File: src/hw/rtl/cc20_pkg.sv
// Shared types and constants for the ChaCha20 stream engine.
`timescale 1ns / 1ps
package cc20_pkg;

  localparam int unsigned NonceBytes = 8;
  localparam int unsigned BlockBytes = 64;
  localparam int unsigned CfgIdxW    = 3;

  typedef enum logic [2:0] {
    CFG_MODE  = 3'd0,
    CFG_KEY0  = 3'd1,
    CFG_KEY1  = 3'd2,
    CFG_KEY2  = 3'd3,
    CFG_KEY3  = 3'd4,
    CFG_NONCE = 3'd5
  } cfg_idx_e;

  // Job handed from front to back.
  typedef enum logic [1:0] {
    JOB_DATA   = 2'd0,  // xor one byte, last
    JOB_HDR    = 2'd1,  // emit nonce header then xor the byte
    JOB_NEWDEC = 2'd2   // fresh stream with gathered nonce, xor nothing
  } job_e;

  typedef struct packed {
    job_e        kind;
    logic [7:0]  data;
    logic [63:0] nonce;
  } job_t;

  localparam logic [31:0] Sigma0 = 32'h61707865;
  localparam logic [31:0] Sigma1 = 32'h3320646e;
  localparam logic [31:0] Sigma2 = 32'h79622d32;
  localparam logic [31:0] Sigma3 = 32'h6b206574;

  function automatic logic [31:0] rotl(input logic [31:0] v, input int unsigned n);
    rotl = (v << n) | (v >> (32 - n));
  endfunction

endpackage

File: src/hw/rtl/chacha20_stream_with_nonce_header.sv
// Top level of the ChaCha20 byte-stream engine with nonce header.
// Usage:
//  - Config channel (cfg_valid/cfg_ready, cfg_index_i, cfg_data_i): index 0
//    mode (1 encrypt), 1..4 key words, 5 tx nonce. Always ready; write idle.
//  - Input words (in_valid/in_ready): data_byte_i, new_stream_i. The front
//    end classifies each word, gathers a decrypt nonce from the stream, and
//    queues jobs in a two-entry queue so it keeps accepting while the back
//    end works.
//  - Output words (out_valid/out_ready): out_byte_o, is_nonce_o, last_o,
//    held in an output register; a stalled receiver holds the back end.
// A data word passes through the job queue, the back end's byte register and
// the output register. Each byte takes the back end from idle to xor and back
// when keystream is ready; each 64-byte block also runs the core, the single
// shared quarter-round unit (80 steps plus launch and final add). An encrypt
// stream start emits 8 header words first, one per cycle while the receiver
// does not stall.
// Reset clears mode, keys, nonce, stream state and the queue; the block
// then has no open stream and drops data words until a new_stream word.
`timescale 1ns / 1ps
module chacha20_stream_with_nonce_header (
  input  logic        clk_i,
  input  logic        rst_ni,
  input  logic        cfg_valid,
  output logic        cfg_ready,
  input  logic [cc20_pkg::CfgIdxW-1:0] cfg_index_i,
  input  logic [63:0] cfg_data_i,
  input  logic        in_valid,
  output logic        in_ready,
  input  logic [7:0]  data_byte_i,
  input  logic        new_stream_i,
  output logic        out_valid,
  input  logic        out_ready,
  output logic [7:0]  out_byte_o,
  output logic        is_nonce_o,
  output logic        last_o
);
  import cc20_pkg::*;

  logic         mode_q;
  logic [255:0] key_q;
  logic [63:0]  txn_q;
  logic         job_valid, job_ready;
  job_t         job;

  assign cfg_ready = 1'b1;

  always_ff @(posedge clk_i or negedge rst_ni) begin
    if (!rst_ni) begin
      mode_q <= 1'b0; key_q <= '0; txn_q <= '0;
    end else if (cfg_valid) begin
      unique case (cfg_index_i)
        CFG_MODE:  mode_q <= cfg_data_i[0];
        CFG_KEY0:  key_q[63:0]    <= cfg_data_i;
        CFG_KEY1:  key_q[127:64]  <= cfg_data_i;
        CFG_KEY2:  key_q[191:128] <= cfg_data_i;
        CFG_KEY3:  key_q[255:192] <= cfg_data_i;
        CFG_NONCE: txn_q <= cfg_data_i;
        default: ;
      endcase
    end
  end

  cc20_front u_front (
    .clk_i, .rst_ni, .mode_i(mode_q), .tx_nonce_i(txn_q),
    .in_valid, .in_ready, .data_byte_i, .new_stream_i,
    .job_valid_o(job_valid), .job_ready_i(job_ready), .job_o(job)
  );

  cc20_back u_back (
    .clk_i, .rst_ni, .key_i(key_q),
    .job_valid_i(job_valid), .job_ready_o(job_ready), .job_i(job),
    .out_valid, .out_ready, .out_byte_o, .is_nonce_o, .last_o
  );
endmodule

File: src/hw/rtl/cc20_front.sv
// Front end: classifies input words, gathers the decrypt nonce, queues jobs.
`timescale 1ns / 1ps
module cc20_front (
  input  logic             clk_i,
  input  logic             rst_ni,
  input  logic             mode_i,
  input  logic [63:0]      tx_nonce_i,
  input  logic             in_valid,
  output logic             in_ready,
  input  logic [7:0]       data_byte_i,
  input  logic             new_stream_i,
  output logic             job_valid_o,
  input  logic             job_ready_i,
  output cc20_pkg::job_t   job_o
);
  import cc20_pkg::*;

  // two-entry queue
  job_t        fifo_q [2];
  logic        wp_q, rp_q;
  logic [1:0]  cnt_q;
  logic [1:0]  phase_q;       // 0 idle, 1 gather, 2 stream
  logic [2:0]  ncnt_q;
  logic [63:0] nonce_q;

  logic acc, push, pop;
  job_t nj;

  assign in_ready    = (cnt_q != 2'd2);
  assign acc         = in_valid && in_ready;
  assign job_valid_o = (cnt_q != 2'd0);
  assign job_o       = fifo_q[rp_q];
  assign pop         = job_valid_o && job_ready_i;

  always_comb begin
    push      = 1'b0;
    nj.kind   = JOB_DATA;
    nj.data   = data_byte_i;
    nj.nonce  = tx_nonce_i;
    if (acc) begin
      if (new_stream_i && mode_i) begin
        push = 1'b1;
        nj.kind = JOB_HDR;
      end else if (!new_stream_i && phase_q == 2'd2) begin
        push = 1'b1;
      end else if (!new_stream_i && phase_q == 2'd1 && ncnt_q == 3'd7) begin
        push = 1'b1;
        nj.kind  = JOB_NEWDEC;
        nj.nonce = {data_byte_i, nonce_q[55:0]};
      end
    end
  end

  always_ff @(posedge clk_i) begin
    if (push) fifo_q[wp_q] <= nj;
  end

  always_ff @(posedge clk_i or negedge rst_ni) begin
    if (!rst_ni) begin
      wp_q <= 1'b0; rp_q <= 1'b0; cnt_q <= 2'd0;
      phase_q <= 2'd0; ncnt_q <= 3'd0; nonce_q <= '0;
    end else begin
      if (push) wp_q <= ~wp_q;
      if (pop)  rp_q <= ~rp_q;
      cnt_q <= cnt_q + {1'b0, push} - {1'b0, pop};
      if (acc) begin
        if (new_stream_i) begin
          phase_q <= mode_i ? 2'd2 : 2'd1;
          if (!mode_i) begin
            nonce_q <= {56'd0, data_byte_i};
            ncnt_q  <= 3'd1;
          end
        end else if (phase_q == 2'd1) begin
          nonce_q[{ncnt_q, 3'b000} +: 8] <= data_byte_i;
          ncnt_q <= ncnt_q + 3'd1;
          if (ncnt_q == 3'd7) phase_q <= 2'd2;
        end
      end
    end
  end
endmodule

File: src/hw/rtl/cc20_core.sv
// ChaCha20 block function: one quarter-round step per cycle, 80 steps + add.
`timescale 1ns / 1ps
module cc20_core (
  input  logic          clk_i,
  input  logic          rst_ni,
  input  logic          start_i,
  input  logic [255:0]  key_i,
  input  logic [63:0]   ctr_i,
  input  logic [63:0]   nonce_i,
  output logic          done_o,
  output logic [511:0]  ks_o
);
  import cc20_pkg::*;

  logic [31:0] x_q [16];
  logic [31:0] in_q [16];
  logic [6:0]  step_q;
  logic        busy_q;
  logic        done_q;
  logic [3:0]  ia, ib, ic, id;
  logic [31:0] a1, d1, c1, b1, a2, d2, c2, b2;
  logic [1:0]  lane;
  logic        diag;

  assign lane = step_q[1:0];
  assign diag = step_q[2];

  always_comb begin
    ia = {2'b00, lane};
    ib = diag ? {2'b01, lane + 2'd1} : {2'b01, lane};
    ic = diag ? {2'b10, lane + 2'd2} : {2'b10, lane};
    id = diag ? {2'b11, lane + 2'd3} : {2'b11, lane};
    a1 = x_q[ia] + x_q[ib];
    d1 = rotl(x_q[id] ^ a1, 16);
    c1 = x_q[ic] + d1;
    b1 = rotl(x_q[ib] ^ c1, 12);
    a2 = a1 + b1;
    d2 = rotl(d1 ^ a2, 8);
    c2 = c1 + d2;
    b2 = rotl(b1 ^ c2, 7);
  end

  always_ff @(posedge clk_i) begin
    if (start_i) begin
      in_q[0] <= Sigma0; in_q[1] <= Sigma1; in_q[2] <= Sigma2; in_q[3] <= Sigma3;
      x_q[0]  <= Sigma0; x_q[1]  <= Sigma1; x_q[2]  <= Sigma2; x_q[3]  <= Sigma3;
      for (int i = 0; i < 8; i++) begin
        in_q[4+i] <= key_i[32*i +: 32];
        x_q[4+i]  <= key_i[32*i +: 32];
      end
      in_q[12] <= ctr_i[31:0];    x_q[12] <= ctr_i[31:0];
      in_q[13] <= ctr_i[63:32];   x_q[13] <= ctr_i[63:32];
      in_q[14] <= nonce_i[31:0];  x_q[14] <= nonce_i[31:0];
      in_q[15] <= nonce_i[63:32]; x_q[15] <= nonce_i[63:32];
    end else if (busy_q) begin
      x_q[ia] <= a2; x_q[ib] <= b2; x_q[ic] <= c2; x_q[id] <= d2;
    end
  end

  always_ff @(posedge clk_i or negedge rst_ni) begin
    if (!rst_ni) begin
      busy_q <= 1'b0; step_q <= '0; done_q <= 1'b0;
    end else begin
      done_q <= 1'b0;
      if (start_i) begin
        busy_q <= 1'b1; step_q <= '0;
      end else if (busy_q) begin
        step_q <= step_q + 7'd1;
        if (step_q == 7'd79) begin
          busy_q <= 1'b0; done_q <= 1'b1;
        end
      end
    end
  end

  assign done_o = done_q;
  always_comb begin
    for (int i = 0; i < 16; i++) ks_o[32*i +: 32] = x_q[i] + in_q[i];
  end
endmodule

File: src/hw/rtl/cc20_back.sv
// Back end: keystream block buffer, header emission and byte xor.
`timescale 1ns / 1ps
module cc20_back (
  input  logic            clk_i,
  input  logic            rst_ni,
  input  logic [255:0]    key_i,
  input  logic            job_valid_i,
  output logic            job_ready_o,
  input  cc20_pkg::job_t  job_i,
  output logic            out_valid,
  input  logic            out_ready,
  output logic [7:0]      out_byte_o,
  output logic            is_nonce_o,
  output logic            last_o
);
  import cc20_pkg::*;

  typedef enum logic [4:0] {
    ST_IDLE = 5'b00001,
    ST_HDR  = 5'b00010,
    ST_GEN  = 5'b00100,
    ST_WAIT = 5'b01000,
    ST_XOR  = 5'b10000
  } st_e;

  st_e         st_q;
  logic [63:0] nonce_q, ctr_q;
  logic [5:0]  off_q;
  logic        ksv_q;
  logic [7:0]  data_q;
  logic [2:0]  hcnt_q;
  logic [511:0] ks_q;
  logic        ov_q;
  logic [7:0]  ob_q;
  logic        on_q, ol_q;
  logic        start, done;
  logic [511:0] ks;
  logic        slot;
  logic        emit;

  assign slot = !ov_q || out_ready;
  // a new output word is loaded this cycle
  assign emit = slot && (st_q == ST_HDR || st_q == ST_XOR);
  assign job_ready_o = (st_q == ST_IDLE);
  assign start = (st_q == ST_GEN);
  assign out_valid = ov_q;
  assign out_byte_o = ob_q;
  assign is_nonce_o = on_q;
  assign last_o = ol_q;

  cc20_core u_core (
    .clk_i, .rst_ni, .start_i(start), .key_i, .ctr_i(ctr_q), .nonce_i(nonce_q),
    .done_o(done), .ks_o(ks)
  );

  always_ff @(posedge clk_i) begin
    if (done) ks_q <= ks;
  end

  always_ff @(posedge clk_i or negedge rst_ni) begin
    if (!rst_ni) begin
      st_q <= ST_IDLE; nonce_q <= '0; ctr_q <= '0; off_q <= '0; ksv_q <= 1'b0;
      data_q <= '0; hcnt_q <= '0; ov_q <= 1'b0; ob_q <= '0; on_q <= 1'b0;
      ol_q <= 1'b0;
    end else begin
      if (emit) ov_q <= 1'b1;
      else if (out_ready) ov_q <= 1'b0;
      unique case (st_q)
        ST_IDLE: begin
          if (job_valid_i) begin
            data_q <= job_i.data;
            case (job_i.kind)
              JOB_HDR: begin
                nonce_q <= job_i.nonce; ctr_q <= '0; off_q <= '0; ksv_q <= 1'b0;
                hcnt_q <= '0; st_q <= ST_HDR;
              end
              JOB_NEWDEC: begin
                nonce_q <= job_i.nonce; ctr_q <= '0; off_q <= '0; ksv_q <= 1'b0;
              end
              default: st_q <= ksv_q ? ST_XOR : ST_GEN;
            endcase
          end
        end
        ST_HDR: begin
          if (slot) begin
            ob_q <= nonce_q[{hcnt_q, 3'b000} +: 8];
            on_q <= 1'b1; ol_q <= 1'b0;
            hcnt_q <= hcnt_q + 3'd1;
            if (hcnt_q == 3'd7) st_q <= ST_GEN;
          end
        end
        ST_GEN: st_q <= ST_WAIT;
        ST_WAIT: begin
          if (done) begin
            ksv_q <= 1'b1; st_q <= ST_XOR;
          end
        end
        ST_XOR: begin
          if (slot) begin
            ob_q <= data_q ^ ks_q[{off_q, 3'b000} +: 8];
            on_q <= 1'b0; ol_q <= 1'b1;
            off_q <= off_q + 6'd1;
            if (off_q == 6'd63) begin
              ctr_q <= ctr_q + 64'd1; ksv_q <= 1'b0;
            end
            st_q <= ST_IDLE;
          end
        end
        default: st_q <= ST_IDLE;
      endcase
    end
  end
endmodule

File: config.mk
export PLATFORM = sky130hd
export DESIGN_NAME = chacha20_stream_with_nonce_header
export DESIGN_NICKNAME = d
export VERILOG_FILES = /design/src/hw/rtl/cc20_pkg.sv /design/src/hw/rtl/chacha20_stream_with_nonce_header.sv /design/src/hw/rtl/cc20_front.sv /design/src/hw/rtl/cc20_core.sv /design/src/hw/rtl/cc20_back.sv
export SDC_FILE = /design/constraint.sdc
export NUM_CORES = 2
export LEC_CHECK = 0
export ABC_AREA = 1
export BUFFER_PORTS_ARGS = -buffer_cell sky130_fd_sc_hd__buf_4
export CAP_MARGIN = 20
export CORE_UTILIZATION = 35
export DETAILED_ROUTE_END_ITERATION = 10
export SKIP_LAST_GASP = 1
export SYNTH_ARGS = -nofsm -noshare
export SYNTH_HDL_FRONTEND = slang
export SYNTH_SLANG_ARGS = --single-unit
File: constraint.sdc
create_clock -name clk_i -period 55 [get_ports clk_i]
set_input_delay 0 -clock clk_i [delete_from_list [all_inputs] [get_ports clk_i]]
set_output_delay 0 -clock clk_i [all_outputs]
set_load 0.005 [all_outputs]
# Yosys cells after proc, flatten, opt, wreduce, memory -nomap -nowiden
# Memory sizes are Yosys's and may differ from the RTL's.
# Cells that the tools add are included.
# op_classes
add_sub_neg	31
multipliers	0
div	0
magnitude_cmp	0
eq_ne	29
n_shift	4
mux	89
bitwise_logic	11
n_reduce_logical	42
# op_table
operator	count
$mux W64	11
$add A32 B32 Y32	20
$shiftx A512 B10 Y8	1
$mux W32	4
$pmux W64 S2	1
$reduce_or A32 Y1	4
$xor A32 B32 Y32	4
$add A64 B1 Y64 const B	1
$bwmux W64	1
$shift A8 B8 Y64 const A	1
$shiftx A64 B7 Y8	1
$shiftx A8 B8 Y64	1
$or A32 B12 Y32	1
$or A32 B16 Y32	1
$or A32 B7 Y32	1
$or A32 B8 Y32	1
$mux W1	30
$mux W5	6
$pmux W5 S5	1
$mux W2	11
$mux W3	6
$mux W6	3
$mux W4	4
$mux W8	2
other kinds (43)	89
# totals
ff_bits	1077
latch_bits	0
mem_bits_rw	1172
romBits	0
input_bits	81
output_inout_bits	13
word_cells	236
memories	3
# mem_list
name	words	word_bits	rd	rd_clocked_by_memory_dff	write_ports	line_no	rtl
u_back.u_core.in_q	16	32	16	0	16	cc20_core.sv:16	logic [31:0] in_q [16];
u_back.u_core.x_q	16	32	20	0	16	cc20_core.sv:15	logic [31:0] x_q [16];
u_front.fifo_q	2	74	1	0	1	cc20_front.sv:19	job_t fifo_q [2];

# Logic depth before layout (Yosys ltp)
# An unclocked memory read counts as a cell.
# depth
ltp_word	16
ltp_mapped	88
mapped_depth_nobuf	83

# Modules after synthesis
# Synthesis repeated with hierarchy kept, for this count alone.
# unflattened
cells_unflattened	12770
hier_area_um2	114860.2
# by_module_without_submodules
mod	n_inst	cells_per_inst	area_per_inst_um2	seq_area_each_um2
cc20_core	1	7430	63395.8	27131.0
cc20_back	1	2913	29359.4	19429.9
chacha20_stream_with_nonce_header	1	1392	12627.1	8032.7
cc20_front	1	1035	9477.8	6070.8

# Worst setup path after synthesis
# No wires, ideal clock.
# synth_path
path_kind	flip-flop to flip-flop
start	reg u_back.st_q[4]
end	mem u_back.u_core.x_q[2][0] (enable)
setup_time_ps	478
arrival_ps	43869
required_ps	54522
slack_ps	10653
stages_incl_launch_ff	6
path_buffers	1
synth_period_minus_slack_ps	44347
cell_sequence	dfrtp_1 > nor4_1 > nor2_1 > nand2_1 > clkbuf_1 > nand2_1
# synth_rtl
element	line_no	rtl
from (decl)	cc20_back.sv:26	st_e st_q;
from (signal assigned)	cc20_back.sv:80	default: st_q <= ksv_q ? ST_XOR : ST_GEN;
to (decl)	cc20_core.sv:15	

==> flow_summary.yaml <==
grt:
  grt_max_degree: 141
  grt_pass1_vias: 83832
  grtUsageMet1_pct: 38.6
  busiest_layer: "met2"
  grt_overflow: 0
  met3_usage_pct: 7.09
  grt_usage_pct: 29.1
  gr-usage-met2_pct: 44.4
  grt_pass1_wl_um: 648000
  antenna_found_initial: 64
sta:
  hold_viol: 0
  fmax_ghz: 0.0643
  timing.hold.ws_ns: 0.0479
  slew_violations: 0
  relSlewSlack_pct: 12.4
  fin_crit_ns: 15.55
  tightest_slew_ns: 1.31
  finalSetupTns_ns: 0
  fin_crit_sh_pct: 28.3
  rsz0062_at_grt: "false"
  skew_ns: 0.113
  setup-violations-final: 0
floorplanning:
  rows: 206
  dieArea_mm2: 0.319
  die_h_um: 565
  ioPinCount: 94
  core_mm2: 0.315
  floorplan.initialDensity_pct: 35.2
  dieWidth_um: 565
synthesis:
  synth_top_family_by_area: "simple AND/OR/NAND/NOR gates"
  synthTopCellsByArea: "edfxtp_1 (42%), dfrtp_1 (13%), nand2_1 (9.4%)"
  syn_area_mm2: 0.111
  seq_area_frac_synth_pct: 54.7
  syn_area_per_cell_um2: 9.46
  synthAdderAreaFrac_pct: 6.07
  synth-simple-area-share_pct: 16.5
  synth-main-ff-cell: "edfxtp_1"
  synth_top_area_share_pct: 42.2
  synth_seq_cells: 2113
  synth_enable_flop_cells: 1556
  synth_compound_area_share_pct: 13.0
  synth_fp_nets: 12330
  synth_xor_xnor_area_share_pct: 5.03
  syn_inst: 11721
  yosys.area.top_type: "edfxtp_1"
  ys_warn_count: 0
  synth_cell_types: 74
  async_flop_share_pct: 26.4
  synthMuxAreaShare_pct: 0
run:
  maxCapViolations: 0
min_path:
  hold_class: "in2reg"
  holdPathStages: 6
route:
  dr.pass1.iters: 6
  drtIter0Drc: 11941
  vias: 91181
  routed_via_density: 5.60
  wl_per_cell_um: 29.1
  antenna_left: 0
  drc: 0
  wl_um: 475000
critical_path:
  setup.worst_path.class: "reg2reg"
  cpMaxStageDelayCell: "nor2_1"
  crit_cells: 69
  endpoint_kind: "flip-flop"
  critPathBufInv: 6
  cp_slowest_stage_delay_ns: 0.78
  cp_top_family: "simple AND/OR/NAND/NOR gates"
  critPathArrivalTime_ns: 16.25
  crit_fanout: 103
  rr_worst_depth: 69
  rrSetupSlack_ns: 39.45
  path_common_cell: "nand2_1"
  worstPathRequired_ns: 55.70
  critPathLaunchType: "flip-flop"
place:
  port_buffers: 92
  routabilityCongestion: 1.07
  detailed_place_hpwl_um: 368000
  placed_cell_area_mm2: 0.117
layout:
  utilization_pct: 39.9
  stdcell_area_mm2: 0.126
  final_nets: 12527
  multi_input_area_mm2: 0.0454
  fill_cells: 31404
  syn_to_final_growth_pct: 13.4
  drive_gt1_share_pct: 7.02
  seqCellArea_mm2: 0.0607
clock_network:
  cts_buffer_depth: 4
  htreeDepth: 4
  clock-sinks: 2113
  cts_buffers: 227
  path_clk_slew_ns: 0.06
  root_buffer: "clkbuf_16"
  clock_latency_ns: 0.97
  cts_tree: "yes"
run_status:
  status: "finished clean"
==> layer usage <==
layer / vias to the layer above / share of wire, %
li1: 40815 / -
met1: 44589 / 40
met2: 4779 / 43
met3: 964 / 10
met4: 34 / 5.8
met5: - / 0.050
==> synthesized netlist by cell type, drive strengths merged (39+ instances only) <==
library cell  instances
nand2              2825
edfxtp             1556
o21ai              1246
inv                 972
nor2                939
a21oi               703
dfrtp               556
ha                  512
nand3               452
xor2                401
clkbuf              365
xnor2               222
o22ai               185
a31oi               146
nor3                100
nand4                89
o221ai               51
o21a                 50
o211ai               39
==> what timing repair did <==
action | 4_1_cts | 5_1_grt
hold endpoints to repair | 646 | 0
setup endpoints to repair | 0 | 0
resized for setup | 0 | 0
buffers inserted | 0 | 0
hold buffers | 99 | 0
==> registers in the layout (all words and copies together) (netlist names), 5 cells and up <==
| signal | flops |
|---|---|
| key_q | 256 |
| txn_q | 64 |
| u_back.ctr_q | 64 |
| u_back.data_q | 8 |
| u_back.ks_q | 512 |
| u_back.nonce_q | 64 |
| u_back.off_q | 6 |
| u_back.out_byte_o | 8 |
| u_back.st_q | 5 |
| u_back.u_core.in_q | 384 |
| u_back.u_core.step_q | 7 |
| u_back.u_core.x_q | 512 |
| u_front.fifo_q | 148 |
| u_front.nonce_q | 56 |
==> cell usage in the layout (no fill, tap or decap), types with 19 or more instances in the layout <==
cell type      instances
o22ai_1              185
o21ai_1               31
nand2_2               51
nor4_1                20
o221ai_1              51
edfxtp_1            1556
dlygate4sd3_1         98
a21boi_0              27
inv_2                 36
a21oi_1              701
clkinv_2              48
clkbuf_1              50
ha_1                 512
xnor2_2               27
o21bai_1              29
xnor2_1              194
or2_2                 19
nand2_1             2767
clkbuf_8              25
xor2_1               375
nor3_1                96
o21a_1                50
o21ai_0             1209
xor2_2                25
nand3_1              434
a31oi_1              146
nor2_1               912
clkbuf_16            231
clkinv_1              32
inv_1                938
dfrtp_1              551
a221oi_1              20
buf_4                244
nand4_1               88
a211oi_1              37
o211ai_1              39
==> area by class of cell <==
| class | count | area share (%) |
|---|---|---|
| Timing Repair Buffer | 358 | 2.47 |
| Sequential cell | 2113 | 48.3 |
| Tap cell | 4160 | 4.14 |
| Inverter | 986 | 2.96 |
| Multi-Input combinational cell | 8232 | 36.1 |
| Clock inverter | 119 | 0.986 |
| Clock buffer | 306 | 5.02 |
| Antenna cell | 14 | 0.0279 |
==> per-stage QoR <==
step,setup WS (ns),cells
after floorplan,10.65,11721
after global placement,39.63,15734
after detailed placement,39.91,15746
after CTS,39.87,16270
after global routing,38.40,16275
final,39.45,16288
==> cells by family (layout without fill, tap and decap cells) <==
family,count (synthesis),in the layout
other,1,15
buffers and inverters,1376,1769
flip-flops,2113,2113
XOR/XNOR,623,623
AND/OR/NAND/NOR,4480,4480
adder cells (fa/ha/maj),528,528
AO/OA/AOI/OAI,2600,2600
==> worst min-delay path, cell delays in order <==
cell and delay [ns]:
dlygate4sd3_1 0.52, buf_4 0.15, nand2_1 0.06, inv_1 0.06, nand3_1 0.07, o21ai_0 0.07
==> final timing paths <==
path | end | startpoint
worst max-delay path | u_back.u_core.x_q[4][27]$_DFFE_PP_ | u_back.u_core.step_q[0]$_DFFE_PN0P_
worst min-delay path | u_front.nonce_q[30]$_DFFE_PN0P_ | data_byte_i[6]
worst max register to register | u_back.u_core.x_q[4][27]$_DFFE_PP_ | u_back.u_core.step_q[0]$_DFFE_PN0P_
worst min register to register | u_back.u_core.in_q[1][71]$_DFFE_PP_ | key_q[199]$_DFFE_PN0P_
max in group asynchronous | u_back.u_core.step_q[3]$_DFFE_PN0P_ | rst_ni
min in group asynchronous | u_back.st_q[0]$_DFFE_PN1P_ | rst_ni
Power is left out: the tool's default activity adds up to more than one toggle a clock period on the data nets, which glitch-free logic cannot reach.
